## src/rtl/ata_pkg.sv

```systemverilog
// shared types, constants and arctangent table for the tilt angle pipeline
`default_nettype none

package ata_pkg;

  // field and bus widths
  localparam int AXIS_W     = 16;
  localparam int ROLL_W     = 17;
  localparam int PITCH_W    = 16;
  localparam int S_TDATA_W  = 48;
  localparam int M_TDATA_W  = 40;

  // defaults for the top level parameters
  localparam int CORDIC_STAGES_DEF   = 16;
  localparam int ANGLE_FRAC_BITS_DEF = 8;

  // angle accumulator: degrees with 24 fraction bits
  localparam int ANG_FRAC = 24;
  localparam int ANG_W    = 32;
  localparam logic [ANG_W-1:0] ANG90  = 32'd1509949440;
  localparam logic [ANG_W-1:0] ANG180 = 32'd3019898880;

  // cordic vector width, enough for the gain on a 2^32 input
  localparam int VEC_W = 36;

  // square root of (y*y + z*z) << 16, one result bit per cell
  localparam int SUM_W      = 32;
  localparam int SQRT_STEPS = 24;
  localparam int RAD_W      = 2 * SQRT_STEPS;
  localparam int ROOT_W     = SQRT_STEPS;
  localparam int REM_W      = ROOT_W + 2;

  // round(atan(2^-i) * 180/pi * 2^24)
  localparam int TAB_LEN = 24;
  localparam logic [ANG_W-1:0] ATAN_TAB [TAB_LEN] = '{
    32'd754974720, 32'd445687602, 32'd235489088, 32'd119537938,
    32'd60000934,  32'd30029717,  32'd15018523,  32'd7509720,
    32'd3754917,   32'd1877466,   32'd938734,    32'd469367,
    32'd234684,    32'd117342,    32'd58671,     32'd29335,
    32'd14668,     32'd7334,      32'd3667,      32'd1833,
    32'd917,       32'd458,       32'd229,       32'd115
  };

  // operand cases that bypass the cordic result
  typedef enum logic [1:0] {
    SPC_NONE,
    SPC_ZERO,
    SPC_RIGHT
  } spc_t;

  typedef struct packed {
    logic [AXIS_W-1:0] mag_x;
    logic [AXIS_W-1:0] mag_y;
    logic [AXIS_W-1:0] mag_z;
    logic              x_pos;
    logic              y_neg;
    logic              z_neg;
  } samp_t;

  typedef struct packed {
    samp_t             s;
    logic [SUM_W-1:0]  sumsq;
  } prep_t;

  typedef struct packed {
    samp_t              s;
    logic [RAD_W-1:0]   rad;
    logic [REM_W-1:0]   rem;
    logic [ROOT_W-1:0]  root;
  } sqrt_t;

  typedef struct packed {
    logic signed [VEC_W-1:0] xv;
    logic signed [VEC_W-1:0] yv;
    logic signed [ANG_W-1:0] ang;
    spc_t                    spc;
  } lane_t;

  typedef struct packed {
    lane_t roll;
    lane_t pitch;
    logic  x_pos;
    logic  y_neg;
    logic  z_neg;
  } cord_t;

  typedef struct packed {
    logic [ANG_W-1:0] roll_mag;
    logic [ANG_W-1:0] pitch_mag;
    logic             roll_neg;
    logic             pitch_neg;
  } fold_t;

endpackage

`default_nettype wire

```

## src/rtl/ata_prep.sv

```systemverilog
// input stage: axis magnitudes, signs and the sum of squares
`default_nettype none

module ata_prep (
  input  wire                            clk,
  input  wire                            rst,
  input  wire                            in_valid,
  output logic                           in_ready,
  input  wire  [ata_pkg::AXIS_W-1:0]     in_x,
  input  wire  [ata_pkg::AXIS_W-1:0]     in_y,
  input  wire  [ata_pkg::AXIS_W-1:0]     in_z,
  output logic                           out_valid,
  input  wire                            out_ready,
  output ata_pkg::prep_t                 out_data
);
  import ata_pkg::*;

  prep_t data_next;
  logic signed [2*AXIS_W-1:0] ysq;
  logic signed [2*AXIS_W-1:0] zsq;

  function automatic logic [AXIS_W-1:0] mag(input logic [AXIS_W-1:0] v);
    return v[AXIS_W-1] ? AXIS_W'(-v) : v;
  endfunction

  always_comb begin
    ysq = $signed(in_y) * $signed(in_y);
    zsq = $signed(in_z) * $signed(in_z);
    data_next.s.mag_x = mag(in_x);
    data_next.s.mag_y = mag(in_y);
    data_next.s.mag_z = mag(in_z);
    // pitch numerator is -x, so it is negative when x is positive
    data_next.s.x_pos = !in_x[AXIS_W-1] && (in_x != '0);
    data_next.s.y_neg = in_y[AXIS_W-1];
    data_next.s.z_neg = in_z[AXIS_W-1];
    data_next.sumsq   = SUM_W'(ysq) + SUM_W'(zsq);
  end

  assign in_ready = !out_valid || out_ready;

  always_ff @(posedge clk) begin
    if (rst) begin
      out_valid <= 1'b0;
    end else if (in_ready) begin
      out_valid <= in_valid;
    end
  end

  always_ff @(posedge clk) begin
    if (in_ready && in_valid) begin
      out_data <= data_next;
    end
  end

endmodule

`default_nettype wire

```

## config.mk

```make
export PLATFORM = sky130hd
export DESIGN_NAME = ata_prep
export DESIGN_NICKNAME = d
export VERILOG_FILES = /design/src/rtl/ata_pkg.sv /design/src/rtl/ata_prep.sv
export SDC_FILE = /design/constraint.sdc
export NUM_CORES = 1
export LEC_CHECK = 0
export BUFFER_PORTS_ARGS = -buffer_cell sky130_fd_sc_hd__clkbuf_2
export CORE_UTILIZATION = 35
export CTS_CLUSTER_SIZE = 28
export DETAILED_ROUTE_END_ITERATION = 12
export GPL_ROUTABILITY_DRIVEN = 0
export PLACE_DENSITY = 0.5
export SYNTH_ARGS = -nofsm -noshare
export SYNTH_HDL_FRONTEND = slang
export SYNTH_SLANG_ARGS = --single-unit
```

## constraint.sdc

```tcl
create_clock -name clk -period 19.5 [get_ports clk]
set_input_delay 3.9 -clock clk [delete_from_list [all_inputs] [get_ports clk]]
set_output_delay 3.9 -clock clk [all_outputs]
set_load 0.02 [all_outputs]
```

Word-level counts from Yosys, hierarchy flattened
Index checks and enable logic that the tools add are counted.
- input bits: 52
- register bits after elaboration: 84
- word-level logic and storage cells: 26
- output and inout bits: 85
- reduce and logical (&&, ||, !) cells: 6
- add/sub/neg operators: 4
- $mul: 2
- multiplexer cells: 3
- operators with widths (operator ; count):
    $mul 16x16->32 ; 2
    $neg 16->16 ; 3
    $mux 15 ; 3
    $add 32x32->32 ; 1
    $reduce_bool 16->1 ; 1
    $logic_and 1x1->1 ; 2
    $logic_not 1->1 ; 2
    $logic_or 1x1->1 ; 1

Longest topological paths before layout
- word-level depth: 3
- gate-level depth with buffers: 26

Worst setup path before layout
Ideal clock, no wire load.
- path type: input port to flip-flop
- start: input in_z[15] in the netlist's numbering
- end: register out_data[31] in the netlist's numbering (data pin)
- cell stages on the path: 24
- data arrival time: 10854 ps
- data required time: 19240 ps
- path buffers: 2
- setup slack: 8386 ps
- cell sequence: clkbuf_1 > clkbuf_1 > nand2_1 > fa_1 > inv_1 > fa_1 > inv_1 > fa_1 > inv_1 > fa_1 > fa_1 > fa_1 > fa_1 > inv_1 > fa_1 > inv_1 > ha_1 > nand2_1 > o211ai_1 > a21o_1 > a221o_1 > o31a_1 > a31o_1 > xnor2_1
- RTL lines (what ; RTL line ; source):
    start: declaration ; ata_prep.sv:11 ; input wire [ata_pkg::AXIS_W-1:0] in_z,
    end signal: assignment ; ata_prep.sv:51 ; out_data <= data_next;
    end: declaration ; ata_prep.sv:14 ; output ata_pkg::prep_t out_data

==> run_results.csv <==
group,metric,value,unit
critical_path,critPathLaunchType,"input pin",
critical_path,crit_chain,"clkbuf_2 > clkinv_1 > nor2_1 > ha_1 > fa_1 > fa_1 > inv_1 > fa_1 > inv_1 > fa_1 > fa_1 > fa_1 > inv_1 > fa_1 > inv_1 > ha_1 > nand2_1 > o211ai_1 > a21o_1 > a221o_1 > o31a_1 > a31o_1 > xnor2_1",
yosys,ys_seq_area_frac,0.120,
critical_path,crit_fanout,29,
cts,cts_tree,"built",
cts,numCtsBuffers,9,
cells_and_area,final_cell_mix,"643 x inv_1, 522 x fa_1, 167 x nand2_1, 154 x ha_1, 136 x clkbuf_2",
hold_path,hold_class,"reg2reg",
routing,wire_per_inst,17.5,um
sta,finalHoldViolCount,0,
yosys,syn_area,20900,sq um
cts,clk_pin_slew,0.08,ns
routing,drt_iter0_markers,502,
cts,cts_root_buf,"clkbuf_16",
outcome,status,"finished clean",
hold_path,hold_end,"out_valid",
critical_path,critPathRequiredTime,19.65,ns
critical_path,slowest_delay,0.70,ns
sta,period_needed,11.50,ns
sta,post-route-period-util,0.590,
grt,grt_max_degree,47,
yosys,yosysWarningCount,0,
sta,fin_skew,0.0179,ns
critical_path,rr_endpoint,"out_data[52]",
placed_design,placed_area,22400,sq um
sta,maxSlewViolCount,0,
placed_design,numPortBuffers,136,
hold_path,hold_path_depth,2,
grt,grt_pass1_wl,82900,um
routing,drc_errors,0,
floorplanning,die_width,247,um
floorplanning,initial_core_util,0.355,
cells_and_area,n_fill_cell,6020,
cts,post_cts.repair.setup_buffers,0,
floorplanning,rows,89,
yosys,synth_compound_area_frac,0.0323,
cts,cts-resized-gates,0,
critical_path,path_buf_inv,6,
sta,max-slew-margin-rel,0.482,
critical_path,slowest_stage,"clkinv_1",
yosys,synthArstFlopShare,0,
routing,dr_total_vias,13333,
routing,antenna_left,0,
cells_and_area,fin_area,22700,sq um
sta,finalSetupViolCount,0,
placed_design,dpl.cell_count,2901,
critical_path,rr_startpoint,"out_valid",
yosys,synth_cell_types,58,
yosys,synthCells,2049,
cts,htree_levels,3,
cts,cts_num_sinks,84,
critical_path,path_class,"in2reg",
grt,grt.overflow.total,0,
yosys,synth_xor_xnor_area_share,0.0410,
sta,rsz0062_at_grt,"no",
yosys,ys_seq_elements,84,
yosys,synth_top_family_by_area,"adder cells",
yosys,yosys.area_share.simple,0.0868,
yosys,synthMuxAreaShare,0.00155,
floorplanning,die_h,247,um
grt,grtUsageTotal,0.183,
job,maxCapViolCount,0,
cells_and_area,area_growth,8.36,%
routing,firstDrtPassIters,5,
yosys,synth_ff_type,"edfxtp_1",
cts,clkLatencyLatePin,0.40,ns
floorplanning,io-pin-count,137,
cells_and_area,seq_area,2510,sq um
cts,clk_path_buf_depth,2,
routing,finalWirelength,51000,um
floorplanning,core_area,59000,sq um
cells_and_area,multi_input_area,15800,sq um
grt,antenna_found_initial,5,
critical_path,crit_path_frequent_cell,"fa_1",
sta,setup_tns,0,ns
cells_and_area,final_common_cell,"inv_1",
critical_path,r2r_setup_slack,17.48,ns
yosys,postSynthAreaPerCell,10.2,sq um
cells_and_area,layoutNonFillerInstCount,2917,
cells_and_area,drive_gt1_frac,0.0816,
yosys,synthAdderAreaFrac,0.591,
critical_path,reg2reg_depth,3,
critical_path,crit_path_end_kind,"flip-flop",
cells_and_area,nets,2867,
yosys,syn_nets,2777,
critical_path,cpLargestDelayFamily,"adder cells",
floorplanning,die-area,60800,sq um
critical_path,crit_arrival,11.65,ns
placed_design,dp_hpwl,43200,um
cts,cts-hold-fix-buffers,0,
hold_path,hp-start,"out_valid",
yosys,synth_edf_count,83,
sta,timing.fmax,0.0870,GHz
sta,tightestPinTransition,0.777,ns
grt,grt_pass1_vias,15412,
cells_and_area,antenna_cells_inserted,0,
routing,via_per_inst,4.57,
-- how the worst max path moves through the flow --
stage / from / endpoint / slack [ns] / cells past startpoint
global route: in_y[15] / out_data[31] / 7.50 / 23
finish: in_y[15] / out_data[31] / 8.00 / 23
global placement: in_y[15] / out_data[31] / 7.67 / 23
CTS: in_y[15] / out_data[31] / 7.97 / 23
floorplan: in_z[15] / out_data[31] / 8.39 / 24
detailed placement: in_y[15] / out_data[31] / 7.55 / 23
-- state kept, by name, indices dropped and copies added (netlist names) --
signal	flops
out_data	83
out_valid	1
-- Yosys cell counts, types with 2 or more instances --
cell / n / area, sq um
a211oi_1: 2 / 15.0
a21o_1: 11 / 82.6
a21oi_1: 20 / 100
a31o_2: 3 / 26.3
a31oi_1: 2 / 12.5
and2_1: 82 / 513
buf_1: 3 / 11.3
clkbuf_1: 57 / 214
clkinv_1: 3 / 11.3
edfxtp_1: 83 / 2490
fa_1: 522 / 10500
ha_1: 154 / 1930
inv_1: 643 / 2410
mux2_2: 2 / 22.5
nand2_1: 167 / 627
nand2b_1: 9 / 56.3
nand3_1: 4 / 20.0
nand4_1: 5 / 31.3
nor2_1: 69 / 259
nor2b_1: 15 / 93.8
nor3_1: 6 / 30.0
o211ai_1: 2 / 15.0
o21a_1: 6 / 45.0
o21ai_0: 22 / 110
o21ai_1: 2 / 10.0
o21bai_1: 3 / 22.5
o31ai_1: 8 / 60.1
o41ai_1: 2 / 17.5
or2_2: 6 / 37.5
or3_1: 6 / 37.5
or4_1: 6 / 45.0
or4_4: 2 / 22.5
xnor2_1: 83 / 727
xor2_1: 15 / 131
-- metrics by stage --
step | setup WS [ns] | hold slack [ns] | utilization
6_report | 8.00 | 0.537 | 0.384
3_3_place_gp | 7.67 | 0.500 | 0.379
4_1_cts | 7.97 | 0.534 | 0.384
2_1_floorplan | 8.39 | 0.729 | -
5_1_grt | 7.50 | 0.560 | 0.384
3_5_place_dp | 7.55 | 0.521 | 0.379
-- kinds of logic after synthesis --
| kind of cell | after synthesis |
|---|---|
| adders and majority gates | 676 |
| xor gates and xnor gates | 98 |
| muxes | 3 |
| other | 1 |
| and+or+nand+nor | 382 |
| buffers and inverters | 707 |
| AOI/OAI and AO/OA | 98 |
| DFF | 84 |
-- layout make-up --
cell class,count,share of cell area
Clock buffer,9,0.00993
Multi-Input combinational cell,1258,0.695
Tap cell,773,0.0426
Sequential cell,84,0.111
Timing Repair Buffer,139,0.0310
Inverter,647,0.107
Clock inverter,7,0.00337
-- per-layer routing --
| metal | wire length (um) | global-route usage | vias up |
|---|---|---|---|
| met2 | 28700 | 0.347 | 178 |
| li1 | - | - | 6077 |
| met3 | 1190 | 0.0167 | 65 |
| met5 | 20 | 0 | - |
| met4 | 1930 | 0.0737 | 2 |
| met1 | 19200 | 0.208 | 7011 |
-- worst reg2reg max path, stage by stage, from the launching register on --
cell	delay, ns
dfxtp_1	0.32
nand2b_1	0.11
and2_4	0.53
buf_4	0.61
Power is left out: the tool's default activity adds up to more than one toggle a clock period on the data nets, which glitch-free logic cannot reach.
