==> src/rtl/ata_pkg.sv <==
// shared types, constants and arctangent table for the tilt angle pipeline
`default_nettype none

package ata_pkg;

  // field and bus widths
  localparam int AXIS_W     = 16;
  localparam int ROLL_W     = 17;
  localparam int PITCH_W    = 16;
  localparam int S_TDATA_W  = 48;
  localparam int M_TDATA_W  = 40;

  // defaults for the top level parameters
  localparam int CORDIC_STAGES_DEF   = 16;
  localparam int ANGLE_FRAC_BITS_DEF = 8;

  // angle accumulator: degrees with 24 fraction bits
  localparam int ANG_FRAC = 24;
  localparam int ANG_W    = 32;
  localparam logic [ANG_W-1:0] ANG90  = 32'd1509949440;
  localparam logic [ANG_W-1:0] ANG180 = 32'd3019898880;

  // cordic vector width, enough for the gain on a 2^32 input
  localparam int VEC_W = 36;

  // square root of (y*y + z*z) << 16, one result bit per cell
  localparam int SUM_W      = 32;
  localparam int SQRT_STEPS = 24;
  localparam int RAD_W      = 2 * SQRT_STEPS;
  localparam int ROOT_W     = SQRT_STEPS;
  localparam int REM_W      = ROOT_W + 2;

  // round(atan(2^-i) * 180/pi * 2^24)
  localparam int TAB_LEN = 24;
  localparam logic [ANG_W-1:0] ATAN_TAB [TAB_LEN] = '{
    32'd754974720, 32'd445687602, 32'd235489088, 32'd119537938,
    32'd60000934,  32'd30029717,  32'd15018523,  32'd7509720,
    32'd3754917,   32'd1877466,   32'd938734,    32'd469367,
    32'd234684,    32'd117342,    32'd58671,     32'd29335,
    32'd14668,     32'd7334,      32'd3667,      32'd1833,
    32'd917,       32'd458,       32'd229,       32'd115
  };

  // operand cases that bypass the cordic result
  typedef enum logic [1:0] {
    SPC_NONE,
    SPC_ZERO,
    SPC_RIGHT
  } spc_t;

  typedef struct packed {
    logic [AXIS_W-1:0] mag_x;
    logic [AXIS_W-1:0] mag_y;
    logic [AXIS_W-1:0] mag_z;
    logic              x_pos;
    logic              y_neg;
    logic              z_neg;
  } samp_t;

  typedef struct packed {
    samp_t             s;
    logic [SUM_W-1:0]  sumsq;
  } prep_t;

  typedef struct packed {
    samp_t              s;
    logic [RAD_W-1:0]   rad;
    logic [REM_W-1:0]   rem;
    logic [ROOT_W-1:0]  root;
  } sqrt_t;

  typedef struct packed {
    logic signed [VEC_W-1:0] xv;
    logic signed [VEC_W-1:0] yv;
    logic signed [ANG_W-1:0] ang;
    spc_t                    spc;
  } lane_t;

  typedef struct packed {
    lane_t roll;
    lane_t pitch;
    logic  x_pos;
    logic  y_neg;
    logic  z_neg;
  } cord_t;

  typedef struct packed {
    logic [ANG_W-1:0] roll_mag;
    logic [ANG_W-1:0] pitch_mag;
    logic             roll_neg;
    logic             pitch_neg;
  } fold_t;

endpackage

`default_nettype wire

==> src/rtl/ata_finish.sv <==
// quadrant fold, rounding, saturation and sign; holds the output register
`default_nettype none

module ata_finish #(
  parameter int ANGLE_FRAC_BITS = ata_pkg::ANGLE_FRAC_BITS_DEF
) (
  input  wire                           clk,
  input  wire                           rst,
  input  wire                           in_valid,
  output logic                          in_ready,
  input  ata_pkg::cord_t                in_data,
  output logic                          out_valid,
  input  wire                           out_ready,
  output logic [ata_pkg::ROLL_W-1:0]    roll_deg,
  output logic [ata_pkg::PITCH_W-1:0]   pitch_deg
);
  import ata_pkg::*;

  localparam int SHIFT = ANG_FRAC - ANGLE_FRAC_BITS;
  localparam logic [ANG_W:0] HALF = (ANG_W+1)'(1) << (SHIFT - 1);
  localparam logic [ANG_W:0] ROLL_LIM  = (ANG_W+1)'((1 << (ROLL_W - 1)) - 1);
  localparam logic [ANG_W:0] PITCH_LIM = (ANG_W+1)'((1 << (PITCH_W - 1)) - 1);

  fold_t fold_next;
  fold_t fold;
  logic  fold_valid;
  logic  fold_ready;
  logic [ANG_W-1:0] roll_q1;
  logic [ANG_W-1:0] pitch_q1;
  logic [ANG_W:0]   roll_rnd;
  logic [ANG_W:0]   pitch_rnd;
  logic [ROLL_W-1:0]  roll_sat;
  logic [PITCH_W-1:0] pitch_sat;
  logic [ROLL_W-1:0]  roll_next;
  logic [PITCH_W-1:0] pitch_next;

  function automatic logic [ANG_W-1:0] q1(input lane_t l);
    logic [ANG_W-1:0] a;
    unique case (l.spc)
      SPC_ZERO:  a = '0;
      SPC_RIGHT: a = ANG90;
      default: begin
        if (l.ang[ANG_W-1]) begin
          a = '0;
        end else if (l.ang > $signed(ANG90)) begin
          a = ANG90;
        end else begin
          a = l.ang;
        end
      end
    endcase
    return a;
  endfunction

  // first register: first-quadrant angle, roll folded into the left half-plane
  always_comb begin
    roll_q1  = q1(in_data.roll);
    pitch_q1 = q1(in_data.pitch);
    fold_next.roll_mag  = in_data.z_neg ? ANG180 - roll_q1 : roll_q1;
    fold_next.pitch_mag = pitch_q1;
    fold_next.roll_neg  = in_data.y_neg;
    fold_next.pitch_neg = in_data.x_pos;
  end

  assign in_ready = !fold_valid || fold_ready;

  always_ff @(posedge clk) begin
    if (rst) begin
      fold_valid <= 1'b0;
    end else if (in_ready) begin
      fold_valid <= in_valid;
    end
  end

  always_ff @(posedge clk) begin
    if (in_ready && in_valid) begin
      fold <= fold_next;
    end
  end

  // second register: round half up, saturate, apply sign
  always_comb begin
    roll_rnd  = ({1'b0, fold.roll_mag} + HALF) >> SHIFT;
    pitch_rnd = ({1'b0, fold.pitch_mag} + HALF) >> SHIFT;
    roll_sat  = (roll_rnd > ROLL_LIM) ? ROLL_W'(ROLL_LIM) : roll_rnd[ROLL_W-1:0];
    pitch_sat = (pitch_rnd > PITCH_LIM) ? PITCH_W'(PITCH_LIM) : pitch_rnd[PITCH_W-1:0];
    roll_next  = fold.roll_neg ? ROLL_W'(-roll_sat) : roll_sat;
    pitch_next = fold.pitch_neg ? PITCH_W'(-pitch_sat) : pitch_sat;
  end

  assign fold_ready = !out_valid || out_ready;

  always_ff @(posedge clk) begin
    if (rst) begin
      out_valid <= 1'b0;
    end else if (fold_ready) begin
      out_valid <= fold_valid;
    end
  end

  always_ff @(posedge clk) begin
    if (fold_ready && fold_valid) begin
      roll_deg  <= roll_next;
      pitch_deg <= pitch_next;
    end
  end

  a_roll_mag_range: assert property (@(posedge clk) disable iff (rst)
    fold_valid |-> fold.roll_mag <= ANG180)
    else $error("roll magnitude beyond half turn");

  a_pitch_mag_range: assert property (@(posedge clk) disable iff (rst)
    fold_valid |-> fold.pitch_mag <= ANG90)
    else $error("pitch magnitude beyond right angle");

  a_out_advance: assert property (@(posedge clk) disable iff (rst)
    fold_valid && fold_ready |=> out_valid)
    else $error("folded beat lost before output register");

endmodule

`default_nettype wire

==> config.mk <==
export PLATFORM = sky130hd
export DESIGN_NAME = ata_finish
export DESIGN_NICKNAME = d
export VERILOG_FILES = /design/src/rtl/ata_pkg.sv /design/src/rtl/ata_finish.sv
export SDC_FILE = /design/constraint.sdc
export NUM_CORES = 1
export LEC_CHECK = 0
export ABC_AREA = 1
export BUFFER_PORTS_ARGS = -buffer_cell sky130_fd_sc_hd__buf_4
export CELL_PAD_IN_SITES_DETAIL_PLACEMENT = 0
export CELL_PAD_IN_SITES_GLOBAL_PLACEMENT = 2
export CORE_ASPECT_RATIO = 1.4
export CORE_UTILIZATION = 24
export DETAILED_ROUTE_END_ITERATION = 10
export PLACE_DENSITY_LB_ADDON = 0.1
export SLEW_MARGIN = 20
export SYNTH_ARGS = -nofsm -noshare
export SYNTH_HDL_FRONTEND = slang
export SYNTH_SLANG_ARGS = --single-unit
export TNS_END_PERCENT = 50
==> constraint.sdc <==
create_clock -name clk -period 3.3 [get_ports clk]
set_input_delay 0.165 -clock clk [delete_from_list [all_inputs] [get_ports clk]]
set_output_delay 0.165 -clock clk [all_outputs]
set_load 0.1 [all_outputs]
* Yosys cells after proc, flatten, opt, wreduce, memory -nomap -nowiden
Cells that the tools add are included.
** Word-level totals
- Output and inout port bits :: 35
- Bits of input ports :: 219
- Register bits after elaboration :: 101
- Logic and storage cells :: 38
** Operators by class
- Reduce and logical (&&, ||, !) cells :: 6
- Add/sub/neg operators :: 5
- Equal/unequal tests :: 4
- Magnitude comparators :: 4
- Multiplexer cells :: 11
** Operator list (count)
- two-way mux 31 bit :: 4
- adder 32 x 16 -> 33 bit, second input constant :: 2
- > comparator 32 bit, second input constant :: 2
- case mux 32 bit (2 select lines) :: 1
- case mux 31 bit (2 select lines) :: 1
- two-way mux 17 bit :: 2
- two-way mux 16 bit :: 2
- two-way mux 32 bit :: 1
- subtractor 32 bit, first input constant :: 1
- > comparator 17 x 15 -> 1 bit, second input constant :: 1
- > comparator 17 x 16 -> 1 bit, second input constant :: 1
- negator 17 bit :: 1
- negator 16 bit :: 1
- equality test 2 x 1 -> 1 bit, second input constant :: 2
- equality test 2 bit, second input constant :: 2
- logical AND 1 bit :: 2
- zero test 1 bit :: 2
- logical OR 1 bit :: 2

* Longest topological paths before layout
Gate-level depths: netlist of the first run.
- Depth in word-level cells :: 6
- Depth in mapped cells :: 17

* Worst setup path before layout of the first run
No wires, ideal clock.
- Kind :: flip-flop to flip-flop
- Start :: register out_valid
- End :: register fold[0] (netlist name), enable pin
- Path buffers :: 0
- Data arrival time :: 2770 ps
- Required time :: 2884 ps
- Path slack :: 113 ps
- Stages on the path, launching flop included :: 4
- Cells stage by stage :: dfxtp_1 > nand3_1 > nand2_1 > inv_1
** On the way
- Longest elaborated chain between the ends :: 4
** RTL lines
- start, declared :: line ata_finish.sv:12 : output logic out_valid,
- start signal, assigned :: line ata_finish.sv:97 : out_valid <= fold_valid;
- zero test 1 bit :: line ata_finish.sv:91 : assign fold_ready = !out_valid || out_ready;
- logical OR 1 bit :: line ata_finish.sv:91
- logical OR 1 bit :: line ata_finish.sv:65 : assign in_ready = !fold_valid || fold_ready;
- net in_ready :: line ata_finish.sv:10 : output logic in_ready,
- logical AND 1 bit :: line ata_finish.sv:76 : if (in_ready && in_valid) begin
- end signal, assigned :: line ata_finish.sv:77 : fold <= fold_next;
- end, declared :: line ata_finish.sv:25 : fold_t fold;
The timed path passes the listed nets, and every way through them passes these cells.
A chain may end at the register's enable or synchronous reset.

* Worst setup path in the final report of the first run
- Start :: register fold[17] (netlist name)
- End :: register pitch_deg[10] (netlist name) (data pin)
** On the way
- Longest elaborated chain between the ends :: 5
** RTL lines
- adder 32 x 16 -> 33 bit (*) :: line ata_finish.sv:84 : pitch_rnd = ({1'b0, fold.pitch_mag} + HALF) >> SHIFT;
- > comparator 17 x 15 -> 1 bit :: line ata_finish.sv:86 : pitch_sat = (pitch_rnd > PITCH_LIM) ? PITCH_W'(PITCH_LIM) : pitch_rnd[PITCH_W-1:0];
- two-way mux 16 bit (*) :: line ata_finish.sv:86
- negator 16 bit :: line ata_finish.sv:88 : pitch_next = fold.pitch_neg ? PITCH_W'(-pitch_sat) : pitch_sat;
- two-way mux 16 bit (*) :: line ata_finish.sv:88
- net pitch_next[10] :: line ata_finish.sv:35 : logic [PITCH_W-1:0] pitch_next;
- end signal, assigned :: line ata_finish.sv:104 : pitch_deg <= pitch_next;
- end, declared :: line ata_finish.sv:15 : output logic [ata_pkg::PITCH_W-1:0] pitch_deg
The timed path passes the listed nets; every way through them passes the cells marked *.

==> impl_metrics.tcl, run 1 <==
set metrics [dict create \
    period_needed_ns 2.50 \
    wirelength_um 11500 \
    yosysTopAreaCellShare_pct 40.7 \
    area_growth_syn_to_layout_pct 29.3 \
    syn-num-nets 877 \
    route.detailed.wl_per_inst_um 11.1 \
    end_kind "register" \
    min_path_type "primary input to register" \
    die_area_um2 21500 \
    synth_fa_ha_area_share_pct 1.75 \
    drt_iter0_drc 152 \
    slew_viol_final 0 \
    synth_cells 651 \
    yosysWarnings 0 \
    num_rows 62 \
    synth_area_leader_cell "edfxtp_1" \
    core_um2 20500 \
    postCtsHoldBufs 2 \
    grt-ovfl-total 0 \
    setup_viol 0 \
    slowest_delay_ns 0.42 \
    cp.arrival_ns 2.58 \
    cts.reportedPaths.clkPinSlew_ns 0.05 \
    grt_usage_pct 11.6 \
    layoutNonFillerInstCount 1030 \
    synthTopCellsByArea "edfxtp_1 41%, nand2_1 12%, inv_1 7.6%, nor2_1 6.3%, xor2_1 5.6%" \
    die_w_um 124 \
    slew_headroom_pct 33.8 \
    postLayoutCoreUtil_pct 31.7 \
    min_path_cells 1 \
    path_depth 13 \
    antenna_cells 0 \
    cts_buffers 9 \
    tns_ns 0 \
    grt_pass1_wl_um 19500 \
    insertion_delay_ns 0.33 \
    ys.flop_type "edfxtp_1" \
    post-cts-setup-buffers 0 \
    critPathLaunchType "register" \
    synth_seq_area_share_pct 41.5 \
    num_vias 4240 \
    globalplace.congestion 0.790 \
    dp.cells 1012 \
    synth_commonest_cells "165 x nand2_1, 101 x inv_1, 84 x nor2_1" \
    synth-simple-area-share_pct 33.9 \
    drv_cap 0 \
    avgSynthCellArea_um2 7.70 \
    r2r_cells 13 \
    cts_resized 0 \
    drc 0 \
    drive_gt1_share_pct 22.4 \
    ys_async_sr_fraction_pct 0 \
    io_buffers 109 \
    cts_sinks 70 \
    ys_seq_elements 70 \
    worst-path-buf-inv 2 \
    crit_chain "ha_1, nand2_1, nor2_2, nand4_1, inv_1, nor2_1, ha_1, nand4_1, nor3_2, nand2_1, nand2_1, xor2_1, inv_1" \
    die-height_um 173 \
    drtPass1Iterations 5 \
    finalPower_uw 2840 \
    start_util_pct 24.5 \
    critPathMaxFanout 6 \
    synthMuxAreaShare_pct 0 \
    cp_slowest_cell "edfxtp_1" \
    grt_max_degree 36 \
    syn-cell-area_um2 5010 \
    path_class "register to register" \
    post-route-period-util_pct 75.9 \
    skew_ns 0.00820 \
    cpMostUsedCell "nand2_1" \
    grt_setup_unrepaired "false" \
    crit_family "simple AND/OR/NAND/NOR gates" \
    clockRootBuffer "clkbuf_16" \
    leakage_uw 0.00300 \
    synth.most_common_cell "nand2_1" \
    ys_types 40 \
    ant_nets 0 \
    synth_top_family_by_area "simple AND/OR/NAND/NOR gates" \
    synth_xor_area_share_pct 8.73 \
    antenna_found_initial 0 \
    crit_required_ns 3.38 \
    power_density_nw_per_um2 437 \
    via_per_inst 4.12 \
    tightest_slew_ns 0.991 \
    fin_nets 995 \
    worst_hold_slack_ns 0.0241 \
    fmaxAchievable_mhz 399 \
    pin_count 254 \
    status "complete, no violations" \
    hold_viol 0 \
    synth-edff-count 68 \
    synth_compound_area_share_pct 5.22 \
    dp_hpwl_um 9810 \
    grt_pass1_vias 4246 \
    cts.htree.levels 3 \
    vdd_drop_max_v 0.000193 \
    fillCellCount 2203 \
    clockBufferDepth 2 \
    cts_tree "yes" \
]
[report_power, final]
part	total, uW	switching (uW)	internal [uW]
Clock	981	336	645
Combinational	732	494	238
Sequential	1120	48.2	1070
Total	2840	878	1960
[cell usage in the layout, fill, tap and decap left out, types with 3 or more instances in the layout]
master | Yosys | final
o21ai_1 | 4 | 4
nand4_1 | 18 | 18
a21oi_1 | 10 | 9
edfxtp_1 | 68 | 68
nand3_2 | 5 | 5
clkinv_2 | 2 | 3
o21ai_0 | 19 | 19
nor3b_1 | 11 | 11
nor3_1 | 9 | 9
nor4_1 | 7 | 7
inv_1 | 101 | 101
clkbuf_8 | 0 | 3
nor2_2 | 14 | 14
inv_2 | 4 | 4
nand2_1 | 165 | 165
xor2_1 | 32 | 32
nand2_2 | 6 | 6
xnor2_1 | 18 | 18
clkbuf_16 | 0 | 9
nor2_1 | 84 | 84
buf_4 | 0 | 113
nand3_1 | 33 | 33
ha_1 | 7 | 7
nand3b_1 | 4 | 4
[layout make-up]
type / instances / area [um2] / share of cell area, %
Clock inverter: 3 / 42.5 / 0.656
Sequential cell: 70 / 2080 / 32.1
Tap cell: 256 / 320 / 4.94
Multi-Input combinational cell: 466 / 2500 / 38.5
Inverter: 107 / 404 / 6.23
Timing Repair Buffer: 115 / 868 / 13.4
Clock buffer: 13 / 270 / 4.17
[routing by layer]
| metal | global-route usage, % | routed length, um | vias to the layer above |
|---|---|---|---|
| met1 | 14.2 | 5300 | 1796 |
| met3 | 1.81 | 556 | 8 |
| met2 | 19.6 | 5470 | 108 |
| met5 | 0 | 0 | - |
| li1 | - | - | 2328 |
| met4 | 5.06 | 138 | 0 |
[registers in the layout, summed over array words and instances, names as in the netlist]
signal / count
fold: 35
roll_deg: 17
pitch_deg: 16
fold_valid: 1
out_valid: 1
[cell families (layout without fill, tap and decap cells)]
family / Yosys count / after routing
XOR/XNOR: 50 / 50
adder cells (fa/ha/maj): 7 / 7
AO/OA/AOI/OAI: 44 / 44
flip-flops: 70 / 70
buffers and inverters: 115 / 238
AND/OR/NAND/NOR: 365 / 365
[metrics by stage]
| stage | cell area [um2] | setup WS, ns |
|---|---|---|
| after detailed placement | 6150 | 0.772 |
| after global routing | 6480 | 0.499 |
| after global placement | 6150 | 0.746 |
| after CTS | 6480 | 0.762 |
| final | 6480 | 0.797 |
| after floorplan | 5010 | 0.113 |
[path summary, 6_finish.rpt]
kind | start | end | slack (ns)
max | fold[17] | pitch_deg[10] | 0.80
min | in_data[1] | fold[1] | 0.02
max reg2reg | fold[17] | pitch_deg[10] | 0.80
min reg2reg | fold_valid | fold_valid | 0.53
No activity file was read; power rests on OpenSTA's default activity.
==> run 2: changes to the inputs <==
Settings changed: ABC_AREA 1 to 0, CORE_UTILIZATION 24 to 23.
Clock period 3.3 ns to 2 ns, I/O delays scaled along.
==> impl_metrics.tcl, run 2 <==
set metrics [dict create \
    ant_nets 0 \
    end_kind "register" \
    synthTopCellsByArea "edfxtp_1 42%, xor2_1 4.8%, nor2_1 4.3%, xnor2_1 3.9%, nand2_1 3.6%" \
    fin_nets 1011 \
    avgSynthCellArea_um2 9.31 \
    ys_types 71 \
    num_rows 62 \
    synth.most_common_cell "edfxtp_1" \
    cts.reportedPaths.clkPinSlew_ns 0.06 \
    die_w_um 125 \
    clockRootBuffer "clkbuf_16" \
    yosysTopAreaCellShare_pct 41.8 \
    min_path_type "primary input to register" \
    drtPass1Iterations 9 \
    grt_setup_unrepaired "true" \
    worst_hold_slack_ns 0.00751 \
    pin_count 254 \
    drc 8 \
    drt_iter0_drc 221 \
    ys_async_sr_fraction_pct 0 \
    dp.cells 1010 \
    regMostFlops "fold" \
    cp.arrival_ns 2.57 \
    via_per_inst 4.56 \
    synth-simple-area-share_pct 26.1 \
    cts_sinks 70 \
    hold_viol 0 \
    synth_cells 525 \
    slew_viol_final 0 \
    yosysWarnings 0 \
    num_vias 4766 \
    largest_reg_flops 35 \
    cts_tree "yes" \
    start_util_pct 23.7 \
    grt_max_degree 36 \
    skew_ns 0.00758 \
    fmaxAchievable_mhz 400 \
    grt-ovfl-total 0 \
    top_regs "fold (35), roll_deg (17), pitch_deg (16)" \
    cpMostUsedCell "a21oi_2" \
    vdd_drop_max_v 0.000318 \
    setup_viol 23 \
    critPathLaunchType "register" \
    slew_headroom_pct 64.8 \
    antenna_found_initial 0 \
    grt_usage_pct 13.0 \
    dp_hpwl_um 11000 \
    synthMuxAreaShare_pct 2.51 \
    fin_ws_ns -0.497 \
    ys.flop_type "edfxtp_1" \
    globalplace.congestion 0.796 \
    crit_required_ns 2.07 \
    worst-path-buf-inv 0 \
    cts_buffers 9 \
    grt_pass1_wl_um 23200 \
    synth_top_family_by_area "simple AND/OR/NAND/NOR gates" \
    critPathMaxFanout 4 \
    crit_chain "ha_4, or2_4, a21oi_2, ha_2, nand2_2, nor3_4, a22oi_2, a21oi_2, nand3_2, o31ai_2, xnor2_1" \
    synth_xor_area_share_pct 8.78 \
    syn-cell-area_um2 4890 \
    post-route-period-util_pct 125 \
    syn-num-nets 751 \
    die_area_um2 21800 \
    grt_pass1_vias 4885 \
    layout_common_cells "256 x buf_4, 68 x edfxtp_1, 47 x nor2_1, 43 x nand2_1, 26 x xor2_1" \
    route.detailed.wl_per_inst_um 13.0 \
    fin_area_um2 7980 \
    io_buffers 109 \
    clockBufferDepth 2 \
    area_growth_syn_to_layout_pct 63.2 \
    postLayoutCoreUtil_pct 38.6 \
    synth_fa_ha_area_share_pct 1.79 \
    synth_commonest_cells "68 x edfxtp_1, 56 x nor2_1, 47 x nand2_1" \
    cp_slowest_cell "edfxtp_1" \
    cts.htree.levels 3 \
    drv_cap 0 \
    violations "design-rule violations, negative setup slack" \
    drive_gt1_share_pct 46.3 \
    insertion_delay_ns 0.33 \
    synth-edff-count 68 \
    status "finished with violations" \
    synth_seq_area_share_pct 42.6 \
    crit_family "compound AO/OA/AOI/OAI gates" \
    tightest_slew_ns 0.522 \
    synth_area_leader_cell "edfxtp_1" \
    die-height_um 174 \
    path_class "register to register" \
    ys_seq_elements 70 \
    synth_compound_area_share_pct 15.6 \
    leakage_uw 0.00323 \
    antenna_cells 0 \
    final_common_cell "buf_4" \
    wirelength_um 13600 \
    slowest_delay_ns 0.44 \
    layoutNonFillerInstCount 1046 \
    power_density_nw_per_um2 639 \
    core_um2 20600 \
    placed_area_um2 7080 \
    period_needed_ns 2.50 \
]
-- run 2: path summary, 6_finish.rpt --
path / cells past startpoint / start / end / slack, ns
min: 3 / in_valid / fold_valid / 0.008
max reg2reg: 11 / fold[18] / pitch_deg[14] / -0.50
max: 11 / fold[18] / pitch_deg[14] / -0.50
min reg2reg: 2 / fold_valid / out_valid / 0.55
-- run 2: power by group --
part | switching, uW | internal, uW
logic | 839 | 616
clock network | 579 | 1250
registers | 54.8 | 1750
-- run 2: timing repair --
action	CTS	global route
pin swaps	33	15
hold endpoints to repair	4	0
hold buffers	3	0
setup endpoints to repair	26	32
resized for setup	49	34
setup buffers	16	3
-- run 2: through the flow --
stage	total power (uW)	TNS, ns	setup slack (ns)
2_1_floorplan	2650	-5.83	-0.386
5_1_grt	5330	-9.40	-0.655
3_3_place_gp	3190	-10.59	-0.405
4_1_cts	5120	-6.38	-0.523
3_5_place_dp	3200	-11.81	-0.528
6_report	5100	-6.04	-0.497
-- run 2: layer usage --
metal	GRT usage [%]	vias up	routed length, um
met4	3.71	0	149
met1	16.1	2164	6280
met5	0	-	0
met2	23.0	107	6630
li1	-	2488	-
met3	2.15	7	520
-- run 2: kinds of logic (layout without fill, tap and decap cells) --
group,Yosys count,after routing
XOR/XNOR,49,49
buffers and inverters,31,296
AO/OA/AOI/OAI,112,112
adder cells (fa/ha/maj),7,7
AND/OR/NAND/NOR,244,244
multiplexers,12,12
flip-flops,70,70
-- run 2: cell type report --
cell class                 count  area [um2]
clock buffer                  11         243
clock inverter                 5         106
fill                        2120       12700
inverter                      12        45.0
multi-input combinational    424        3120
sequential                    70        2080
tap                          256         320
timing repair buffer         268        2050
-- run 2: worst min-delay path: stages --
cell and delay [ns]:
buf_4 0.09, a21oi_1 0.03, nor2_1 0.08
